### src/hdl/pmst_pkg.sv
// shared types and constants for the minimum spanning tree core
package pmst_pkg;

  localparam int DefMaxNodes = 8;
  localparam int WeightW     = 16;
  localparam int KeyW        = 17;
  localparam int VidW        = 6;
  localparam int CountW      = 7;

  localparam logic [KeyW-1:0] KeyInf = 17'h10000;

  localparam logic CfgVertexCount = 1'b0;
  localparam logic CfgStartVertex = 1'b1;

  localparam logic OpLoad = 1'b0;
  localparam logic OpRun  = 1'b1;

  // controller to datapath
  typedef struct packed {
    logic init;      // clear per-vertex state, seed root key
    logic scan_clr;  // reset running minimum
    logic scan_en;   // compare one vertex against the minimum
    logic mark;      // mark selected vertex done
    logic relax_en;  // relax one vertex from the selected row
    logic emit;      // drive a result transaction
  } pmst_cmd_t;

  // datapath to controller
  typedef struct packed {
    logic found;     // a finite minimum was found in the last scan
  } pmst_stat_t;

endpackage

### src/hdl/pmst_ram.sv
// generic single-port-write ram with registered read
module pmst_ram #(
  parameter int Width = 16,
  parameter int Depth = 64
) (
  input  logic                     clk,
  input  logic                     we,
  input  logic [$clog2(Depth)-1:0] waddr,
  input  logic [Width-1:0]         wdata,
  input  logic [$clog2(Depth)-1:0] raddr,
  output logic [Width-1:0]         rdata
);
  logic [Width-1:0] mem [Depth];

  always_ff @(posedge clk) begin
    if (we) begin
      mem[waddr] <= wdata;
    end
    rdata <= mem[raddr];
  end
endmodule

### src/hdl/pmst_ctrl.sv
// sequencer for the tree run: scan, mark, relax and emit phases
module pmst_ctrl #(
  parameter int MaxNodes = pmst_pkg::DefMaxNodes
) (
  input  logic                        clk,
  input  logic                        rst,
  input  logic                        run,
  input  logic [$clog2(MaxNodes)-1:0] n_last,
  input  logic [$clog2(MaxNodes)-1:0] root,
  input  pmst_pkg::pmst_stat_t        stat,
  output pmst_pkg::pmst_cmd_t         cmd,
  output logic [$clog2(MaxNodes)-1:0] idx,
  output logic [$clog2(MaxNodes)-1:0] emit_last_idx,
  output logic                        busy
);
  import pmst_pkg::*;
  localparam int IW = $clog2(MaxNodes);

  typedef enum logic [2:0] {
    IDLE, INIT, SCAN, MARK, RELAX, EMIT
  } state_t;

  state_t        state;
  logic [IW-1:0] step;
  logic [IW-1:0] nl;
  logic [IW-1:0] rt;

  assign busy = (state != IDLE);
  assign emit_last_idx = (rt == nl) ? nl - IW'(1) : nl;

  always_comb begin
    cmd = '0;
    unique case (state)
      IDLE:  cmd = '0;
      INIT:  begin cmd.init = 1'b1; cmd.scan_clr = 1'b1; end
      SCAN:  cmd.scan_en = 1'b1;
      MARK:  begin cmd.mark = stat.found; end
      RELAX: cmd.relax_en = 1'b1;
      EMIT:  cmd.emit = (idx != rt);
      default: cmd = '0;
    endcase
  end

  always_ff @(posedge clk) begin
    if (rst) begin
      state <= IDLE;
      idx   <= '0;
      step  <= '0;
      nl    <= '0;
      rt    <= '0;
    end else begin
      unique case (state)
        IDLE: begin
          if (run) begin
            nl    <= n_last;
            rt    <= root;
            state <= INIT;
          end
        end
        INIT: begin
          idx   <= '0;
          step  <= '0;
          state <= SCAN;
        end
        SCAN: begin
          if (idx == nl) begin
            idx   <= '0;
            state <= MARK;
          end else begin
            idx <= idx + IW'(1);
          end
        end
        MARK: begin
          idx <= '0;
          state <= stat.found ? RELAX : EMIT;
        end
        RELAX: begin
          // ram read is registered, so its data follows idx in the next cycle; the last column lands in the next state
          if (idx == nl) begin
            idx <= '0;
            if (step == nl) begin
              state <= EMIT;
            end else begin
              step  <= step + IW'(1);
              state <= SCAN;
            end
          end else begin
            idx <= idx + IW'(1);
          end
        end
        EMIT: begin
          if (idx == nl) begin
            state <= IDLE;
          end else begin
            idx <= idx + IW'(1);
          end
        end
        default: state <= IDLE;
      endcase
    end
  end
endmodule

### src/hdl/pmst_dp.sv
// per-vertex keys, minimum scan, relaxation and matrix store
module pmst_dp #(
  parameter int MaxNodes = pmst_pkg::DefMaxNodes
) (
  input  logic                        clk,
  input  logic                        rst,
  input  logic                        load_en,
  input  logic [$clog2(MaxNodes)-1:0] load_row,
  input  logic [$clog2(MaxNodes)-1:0] load_col,
  input  logic [pmst_pkg::WeightW-1:0] load_weight,
  input  logic                        load_present,
  input  logic [$clog2(MaxNodes)-1:0] root,
  input  pmst_pkg::pmst_cmd_t         cmd,
  input  logic [$clog2(MaxNodes)-1:0] idx,
  input  logic [$clog2(MaxNodes)-1:0] emit_last_idx,
  output pmst_pkg::pmst_stat_t        stat,
  output logic                        res_valid,
  output logic [pmst_pkg::VidW-1:0]   res_vertex,
  output logic [pmst_pkg::VidW-1:0]   res_parent,
  output logic [pmst_pkg::WeightW-1:0] res_weight,
  output logic                        res_reach,
  output logic                        res_last
);
  import pmst_pkg::*;
  localparam int IW = $clog2(MaxNodes);
  // matrix is addressed as {row, col}, so each side spans a power of two
  localparam int Cells = 1 << (2 * IW);
  localparam int AW = 2 * IW;

  logic                pres_rd;  // present bit for the cell on rdata
  logic [MaxNodes-1:0] done;
  logic [KeyW-1:0]     key    [MaxNodes];
  logic [IW-1:0]       parent [MaxNodes];

  logic [KeyW-1:0] min_key;
  logic [IW-1:0]   sel;
  logic [IW-1:0]   rd_col;   // column whose weight is on rdata
  logic            rd_ok;
  logic [WeightW-1:0] rdata;
  logic [Cells-1:0] pres_bits;
  logic [AW-1:0]   waddr, raddr;

  assign waddr = {load_row, load_col};
  assign raddr = {sel, idx};
  assign stat.found = (min_key != KeyInf);

  pmst_ram #(.Width(WeightW), .Depth(Cells)) u_wram (
    .clk  (clk),
    .we   (load_en),
    .waddr(waddr),
    .wdata(load_weight),
    .raddr(raddr),
    .rdata(rdata)
  );

  always_ff @(posedge clk) begin
    if (rst) begin
      pres_bits <= '0;
      done      <= '0;
      res_valid <= 1'b0;
      rd_ok     <= 1'b0;
    end else begin
      res_valid <= cmd.emit;
      rd_ok     <= cmd.relax_en;
      if (load_en) begin
        pres_bits[waddr] <= load_present;
      end
      if (cmd.init) begin
        done <= '0;
      end else if (cmd.mark) begin
        done[sel] <= 1'b1;
      end
    end
  end

  always_ff @(posedge clk) begin
    rd_col  <= idx;
    pres_rd <= pres_bits[raddr];
    if (cmd.init) begin
      for (int i = 0; i < MaxNodes; i++) begin
        key[i]    <= (IW'(i) == root) ? '0 : KeyInf;
        parent[i] <= '0;
      end
    end else if (rd_ok && pres_rd && !done[rd_col]
                 && {1'b0, rdata} < key[rd_col]) begin
      key[rd_col]    <= {1'b0, rdata};
      parent[rd_col] <= sel;
    end
    if (cmd.scan_clr || cmd.mark) begin
      min_key <= KeyInf;
    end else if (cmd.scan_en && !done[idx] && key[idx] < min_key) begin
      min_key <= key[idx];
      sel     <= idx;
    end
    if (cmd.emit) begin
      res_vertex <= VidW'(idx);
      res_reach  <= done[idx];
      res_parent <= done[idx] ? VidW'(parent[idx]) : '0;
      res_weight <= done[idx] ? key[idx][WeightW-1:0] : '0;
      res_last   <= (idx == emit_last_idx);
    end
  end
endmodule

### src/hdl/prim_minimum_spanning_tree_core.sv
// top level of the prim minimum spanning tree core
// A load transaction (op 0) writes one adjacency entry and never raises
// busy. A run transaction (op 1) grows the tree from start_vertex over
// n = min(vertex_count, MAX_NODES) vertices: an init step, then each of
// up to n steps scans all n keys, marks the chosen vertex and relaxes its
// row through the registered weight memory port (the last read resolving
// in the following cycle), then an emit phase over all n vertices; growth
// stops early when a scan finds no finite key. Results come out one per
// cycle during the emit phase, each in the cycle after its emit step, in
// vertex order with a gap where the start vertex is skipped, so the last
// result shows in the first cycle after busy falls unless the start vertex
// is the last vertex; result_valid is high for exactly one cycle each and
// the receiver cannot stall them. A run with n below 2 or start_vertex not
// below n returns no results.
module prim_minimum_spanning_tree_core #(
  parameter int MAX_NODES = pmst_pkg::DefMaxNodes
) (
  input  logic                          clk,
  input  logic                          rst,
  input  logic                          start,
  output logic                          busy,
  input  logic                          op,
  input  logic [5:0]                    row_vertex,
  input  logic [5:0]                    col_vertex,
  input  logic [pmst_pkg::WeightW-1:0]  edge_weight,
  input  logic                          edge_present,
  input  logic                          cfg_we,
  input  logic                          cfg_index,
  input  logic [pmst_pkg::CountW-1:0]   cfg_data,
  output logic                          result_valid,
  output logic [pmst_pkg::VidW-1:0]     vertex_id,
  output logic [pmst_pkg::VidW-1:0]     parent_vertex,
  output logic [pmst_pkg::WeightW-1:0]  tree_weight,
  output logic                          reachable,
  output logic                          last
);
  import pmst_pkg::*;
  localparam int IW = $clog2(MAX_NODES);

  logic [CountW-1:0] vertex_count;
  logic [VidW-1:0]   start_vertex;
  logic              ctrl_busy;
  logic              accept;
  logic              load_en;
  logic              run;
  logic [CountW-1:0] n_eff;
  logic [IW-1:0]     idx, emit_last_idx;
  pmst_cmd_t         cmd;
  pmst_stat_t        stat;

  // configuration registers
  always_ff @(posedge clk) begin
    if (rst) begin
      vertex_count <= CountW'(8);
      start_vertex <= '0;
    end else if (cfg_we) begin
      unique case (cfg_index)
        CfgVertexCount: vertex_count <= cfg_data;
        CfgStartVertex: start_vertex <= cfg_data[VidW-1:0];
        default: ;
      endcase
    end
  end

  assign busy   = ctrl_busy;
  assign accept = start && !ctrl_busy;
  // writes outside the matrix are dropped
  assign load_en = accept && (op == OpLoad)
                   && ({1'b0, row_vertex} < CountW'(MAX_NODES))
                   && ({1'b0, col_vertex} < CountW'(MAX_NODES));
  assign n_eff = (vertex_count > CountW'(MAX_NODES)) ? CountW'(MAX_NODES)
                                                     : vertex_count;
  // degenerate runs produce nothing
  assign run = accept && (op == OpRun) && (n_eff >= CountW'(2))
               && ({1'b0, start_vertex} < n_eff);

  pmst_ctrl #(.MaxNodes(MAX_NODES)) u_ctrl (
    .clk          (clk),
    .rst          (rst),
    .run          (run),
    .n_last       (IW'(n_eff - CountW'(1))),
    .root         (IW'(start_vertex)),
    .stat         (stat),
    .cmd          (cmd),
    .idx          (idx),
    .emit_last_idx(emit_last_idx),
    .busy         (ctrl_busy)
  );

  pmst_dp #(.MaxNodes(MAX_NODES)) u_dp (
    .clk          (clk),
    .rst          (rst),
    .load_en      (load_en),
    .load_row     (IW'(row_vertex)),
    .load_col     (IW'(col_vertex)),
    .load_weight  (edge_weight),
    .load_present (edge_present),
    .root         (IW'(start_vertex)),
    .cmd          (cmd),
    .idx          (idx),
    .emit_last_idx(emit_last_idx),
    .stat         (stat),
    .res_valid    (result_valid),
    .res_vertex   (vertex_id),
    .res_parent   (parent_vertex),
    .res_weight   (tree_weight),
    .res_reach    (reachable),
    .res_last     (last)
  );
endmodule

### config.mk
export PLATFORM = sky130hd
export DESIGN_NAME = prim_minimum_spanning_tree_core
export DESIGN_NICKNAME = d
export VERILOG_FILES = /design/src/hdl/pmst_pkg.sv /design/src/hdl/pmst_ram.sv /design/src/hdl/pmst_ctrl.sv /design/src/hdl/pmst_dp.sv /design/src/hdl/prim_minimum_spanning_tree_core.sv
export SDC_FILE = /design/constraint.sdc
export NUM_CORES = 1
export LEC_CHECK = 0
export BUFFER_PORTS_ARGS = -buffer_cell sky130_fd_sc_hd__buf_4
export CAP_MARGIN = 40
export CORE_ASPECT_RATIO = 0.6
export CORE_UTILIZATION = 55
export DETAILED_ROUTE_END_ITERATION = 16
export GPL_ROUTABILITY_DRIVEN = 0
export PLACE_DENSITY = 0.78
export SYNTH_ARGS = -nofsm -noshare
export SYNTH_HDL_FRONTEND = slang
export SYNTH_SLANG_ARGS = --single-unit
### constraint.sdc
create_clock -name clk -period 6 [get_ports clk]
set_input_delay 1.5 -clock clk [delete_from_list [all_inputs] [get_ports clk]]
set_output_delay 1.5 -clock clk [all_outputs]
set_load 0.01 [all_outputs]
Word-level counts from Yosys, hierarchy flattened
Memory sizes are Yosys's and may differ from the RTL's. A register that Yosys moved wholly into a read port is not among the register bits.
Cells that the tools add are included.
{ "totals": {"register_bits": 150, "ram_bits": 1184, "inputBits": 42, "output_inout_bits": 32, "elab_cells": 159, "memories": 3} }
{ "memory_table": {"columns": ["name", "words", "word_bits", "read_ports", "rd_ports_with_merged_regs", "wr", "line_no", "source"], "rows": [
  ["u_dp.u_wram.mem", 64, 16, 1, 1, 1, "pmst_ram.sv:13", "logic [Width-1:0] mem [Depth];"],
  ["u_dp.key", 8, 17, 2, 2, 8, "pmst_dp.sv:32", "logic [KeyW-1:0] key [MaxNodes];"],
  ["u_dp.parent", 8, 3, 1, 1, 8, "pmst_dp.sv:33", "logic [IW-1:0] parent [MaxNodes];"]
]} }
{ "classes": {"add_sub_neg": 4, "order_cmp": 14, "n_eq_ne": 24, "muxes": 54, "bitwise": 4, "reduce_logical": 36} }
{ "ops": {"columns": ["operator", "n"], "rows": [
  ["$mux 17", 9],
  ["$bwmux 64", 1],
  ["$mux 3", 15],
  ["$mux 1", 19],
  ["$pmux 3 s6", 1],
  ["$lt 16x17->1", 1],
  ["$lt 17x17->1", 1],
  ["$ne 17x17->1 const B", 1],
  ["$reduce_or 17->1", 1],
  ["$logic_and 1x1->1", 14],
  ["$lt 6x7->1 const B", 2],
  ["$eq 3x3->1", 4],
  ["$eq 3x3->1 const A", 4],
  ["$lt 3x4->1 const B", 3],
  ["$lt 6x4->1 const B", 2],
  ["$reduce_and 2->1", 5],
  ["$pmux 3 s3", 1],
  ["$or 8x8->8", 1],
  ["$ge 7x2->1 const B", 1],
  ["$gt 7x4->1 const B", 1],
  ["$lt 6x7->1", 1],
  ["$mux 7", 1],
  ["$add 3x1->3 const B", 2],
  ["$bmux 1 s3", 2],
  ["other kinds (26)", 43]
]} }

Logic depth before layout (Yosys ltp)
{ "logic_depth": {"depth_word": 10, "mapped_depth": 17, "depth_no_buf": 12} }

Modules after synthesis
From an unflattened synthesis, not the netlist that was laid out.
{ "unflattened": {"cells_unflattened": 3294, "area_unflattened_um2": 56078.8} }
{ "by_module_without_submodules": {"columns": ["mod", "instances", "cells_each", "area_each_um2", "seq_area_each_um2"], "rows": [
  ["pmst_ram", 1, 1829, 40042.2, 31069.8],
  ["pmst_dp", 1, 1252, 14268.7, 7437.1],
  ["pmst_ctrl", 1, 125, 1074.8, 300.3],
  ["prim_minimum_spanning_tree_core", 1, 88, 693.2, 260.2]
]} }

Worst setup path before layout
No wires, ideal clock.
{ "synth_timing": {"path_kind": "register to register", "from": "reg u_dp.rd_col[1]", "to": "mem u_dp.key[1][0], enable pin", "setup_ps": 397, "arrival_time_ps": 4459, "t_required_ps": 5603, "setup_slack_ps": 1143, "stages_incl_launch_ff": 15, "n_path_buf": 5, "synth_period_minus_slack_ps": 4857, "cell_sequence": "dfxtp_1 -> buf_2 -> buf_1 -> buf_2 -> mux2i_1 -> o21ai_0 -> a221oi_1 -> ha_1 -> a2111oi_0 -> a21oi_1 -> or4_4 -> o21a_1 -> buf_4 -> buf_6 -> o21ai_1"} }
{ "synth_lines": {"columns": ["item", "line_no", "source"], "rows": [
  ["from (decl)", "pmst_dp.sv:37", "logic [IW-1:0] rd_col;"],
  ["from (signal assigned)", "pmst_dp.sv:77", "rd_col <= idx;"],
  ["to (decl)", "pmst_dp.sv:32", null]
]} }

==> flow_metrics.tcl <==
set metrics [dict create \
    status "finished clean" \
    rrSetupSlack_ns 0.98 \
    clock-sinks 1353 \
    grt_max_degree 99 \
    slowest_stage "dfxtp_2" \
    first_global_vias 30400 \
    port_buffers 67 \
    synth_top_area_frac 0.649 \
    postLayoutCellArea_um2 61600 \
    synth_top_family_by_area "multiplexers" \
    fin_ws_ns 0.984 \
    fmax_mhz 199 \
    final_antenna_net_count 0 \
    syn2layout_area_growth_pct 10.7 \
    fp.dieH_um 248 \
    vias_per_cell 6.79 \
    power_uw 22500 \
    yosysTopAreaCell "edfxtp_1" \
    clk_pin_slew_ns 0.07 \
    crit_required_ns 6.59 \
    p_int_uw 16400 \
    finalClockSkew_ns 0.0219 \
    clock-root-buffer "clkbuf_16" \
    reg2regPathDepth 13 \
    reg2reg_from "u_dp.rd_col[1]" \
    synth_edf_count 1203 \
    drv_cap 0 \
    grt_pass1_wl_um 205000 \
    crit_path_frequent_cell "a221oi_1" \
    track_usage 0.277 \
    wirelength_um 141000 \
    first_pass_iters 6 \
    clk_latency_ns 0.73 \
    start_util 0.561 \
    synth-compound-area-share 0.0351 \
    drc 0 \
    crit_chain "nor2b_1 -> a221oi_1 -> a21oi_1 -> a221oi_1 -> ha_1 -> a21o_1 -> a221o_1 -> a221oi_1 -> o31ai_1 -> o21ai_4 -> buf_4 -> buf_4 -> and3_1" \
    clockPowerShare 0.333 \
    overflow 0 \
    setup-tns-final_ns 0 \
    gr-usage-met1 0.422 \
    grt_util_met3 0.0790 \
    grt_util_met2 0.396 \
    final_common_cell "edfxtp_1" \
    syn_avg_cell_area_um2 17.9 \
    critPathCaptureType "flip-flop" \
    final-hold-violation-count 0 \
    p_sw_uw 6120 \
    vdd_drop_max_mv 0.337 \
    yosys_warnings 0 \
    synthArstFlopShare 0 \
    ys.flop_type "edfxtp_1" \
    period_share 0.836 \
    cts_made_buffers 112 \
    synth_cells 3116 \
    layout-drive-gt1-share 0.239 \
    cts_resized 0 \
    yosysSeqAreaShare 0.703 \
    drv_slew 0 \
    crit_buf_inv 2 \
    hold_path_end "start_vertex[5]" \
    fillers 6607 \
    timing.rr.end "u_dp.parent[4][1]" \
    relSlewSlack 0.321 \
    die_x_um 413 \
    synth.distinct_cells 68 \
    worstHoldPathCells 2 \
    hp-class "reg2reg" \
    cp_max_fo 83 \
    die_area_um2 103000 \
    place_ws_ns 1.14 \
    clock_path_buffers 3 \
    worstHoldStart "start_vertex[5]" \
    whs_ns 0.467 \
    period_minus_slack_ns 5.02 \
    coreArea_um2 99200 \
    vias 31400 \
    syn_area_um2 55700 \
    pin_count 74 \
    leakagePower_uw 0.0196 \
    synth_seq_cells 1353 \
    finalNetCount 3285 \
    synthAdderAreaFrac 0.00922 \
    max_stage_delay_ns 0.75 \
    cp_data_arrival_time_ns 5.61 \
    drtIter0Drc 4945 \
    crit_family "compound AO/OA/AOI/OAI gates" \
    start_kind "flip-flop" \
    critical_path_class "reg2reg" \
    pwr-share-seq 0.498 \
    p_sw_frac 0.272 \
    synthSimpleGateAreaFrac 0.0551 \
    busiest_layer "met1" \
    rsz0062_at_grt "false" \
    cts_setup_buffers 0 \
    synth_xor_area_frac 0.00283 \
    antenna_found_initial 9 \
    synth_area_leaders "edfxtp_1 (65%), mux4_2 (14%), dfxtp_1 (5.4%)" \
    wl_per_cell_um 30.6 \
    dpl-instance-area_um2 57800 \
    rows 89 \
    powerDensity_nw_per_um2 365 \
    comb_power_share 0.169 \
    hpwl_um 88400 \
    cts_tree "yes" \
    setup_viol 0 \
    tightest_slew_ns 1.01 \
    cts_hold_buf 0 \
    synth_mux_area_frac 0.171 \
    h-tree-depth 3 \
    mostFrequentLayoutCells "edfxtp_1 (1,203), mux4_2 (355), buf_4 (178)" \
]
==> cell families after synthesis <==
kind of cell,Yosys count
and+or+nand+nor,598
other,2
xor gates and xnor gates,18
DFF,1353
buffers and inverters,271
adders and majority gates,41
muxes,506
AOI/OAI and AO/OA,327
==> area by class of cell <==
cell class                      instances  area, µm²  share of cell area
Clock inverter                         52        596             0.00967
Inverter                               48        180             0.00293
Antenna cell                            2       5.00           0.0000813
Timing Repair Buffer                  189       1550              0.0252
Sequential cell                      1353      39100               0.636
Multi-Input combinational cell       1498      15300               0.249
Clock buffer                          157       3150              0.0511
Tap cell                             1319       1650              0.0268
==> power by group through the flow <==
| stage | clock, µW | sequential [µW] | combinational, µW |
|---|---|---|---|
| 3_3_place_gp | 0 | 11400 | 3530 |
| 3_5_place_dp | 0 | 11400 | 3680 |
| 5_1_grt | 7900 | 11200 | 3990 |
| 6_report | 7480 | 11200 | 3800 |
| 4_1_cts | 7550 | 11200 | 3710 |
| 2_1_floorplan | 0 | 11100 | 2580 |
==> layer usage <==
layer / wire (µm) / vias to the layer above
met5: 40 / -
met4: 3480 / 6
met3: 19200 / 291
met2: 61800 / 2321
met1: 56600 / 16100
li1: - / 12600
==> cell usage after synthesis, types with 9 or more instances <==
library cell,instances
edfxtp_1,1203
mux4_2,355
nand2_1,161
nor2_1,151
dfxtp_1,150
mux2i_1,138
a21oi_1,118
clkbuf_1,105
and3_1,101
o21ai_0,79
buf_2,47
inv_1,47
ha_1,41
nand3_1,40
nor3_1,40
nor3_2,39
buf_4,29
o22ai_1,28
buf_1,22
a31oi_1,21
a221oi_1,16
a21o_1,15
nor2b_1,15
buf_6,13
mux2_2,12
a22oi_1,10
xnor2_1,10
a211oi_1,9
==> through the flow <==
stage	utilization	std cells
2_1_floorplan	-	3122
3_3_place_gp	0.581	4395
3_5_place_dp	0.583	4403
4_1_cts	0.620	4612
5_1_grt	0.621	4617
6_report	0.621	4618
==> worst max path at each step <==
| stage | startpoint | endpoint | slack (ns) | depth (start not counted) |
|---|---|---|---|---|
| floorplan | u_dp.rd_col[1] | u_dp.key[1][0] | 1.14 | 14 |
| CTS | u_dp.rd_col[1] | u_dp.parent[4][1] | 1.11 | 14 |
| detailed placement | u_dp.rd_col[1] | u_dp.key[0][2] | 1.14 | 14 |
| finish | u_dp.rd_col[1] | u_dp.parent[4][1] | 0.98 | 13 |
| global placement | u_dp.rd_col[1] | u_dp.parent[4][1] | 1.31 | 14 |
| global route | u_dp.rd_col[1] | u_dp.parent[0][1] | 0.69 | 14 |
==> state kept, by name, summed over array words and instances, names as in the netlist, 6 cells and up, named ones only <==
signal             flops
u_dp.res_weight       16
u_dp.key             136
start_vertex           6
u_dp.pres_bits        64
u_dp.done              8
vertex_count           7
u_dp.parent           24
u_dp.min_key          17
u_dp.u_wram.mem     1024
u_dp.u_wram.rdata     16
==> worst reg2reg max path: stages, from the launching register on <==
cell and delay, ns:
dfxtp_2 0.75, nor2b_1 0.70, a221oi_1 0.20, a21oi_1 0.15
a221oi_1 0.08, ha_1 0.33, a21o_1 0.20, a221o_1 0.38
a221oi_1 0.49, o31ai_1 0.22, o21ai_4 0.19, buf_4 0.26
buf_4 0.60, and3_1 0.33
(Power assumes the default switching activity.)
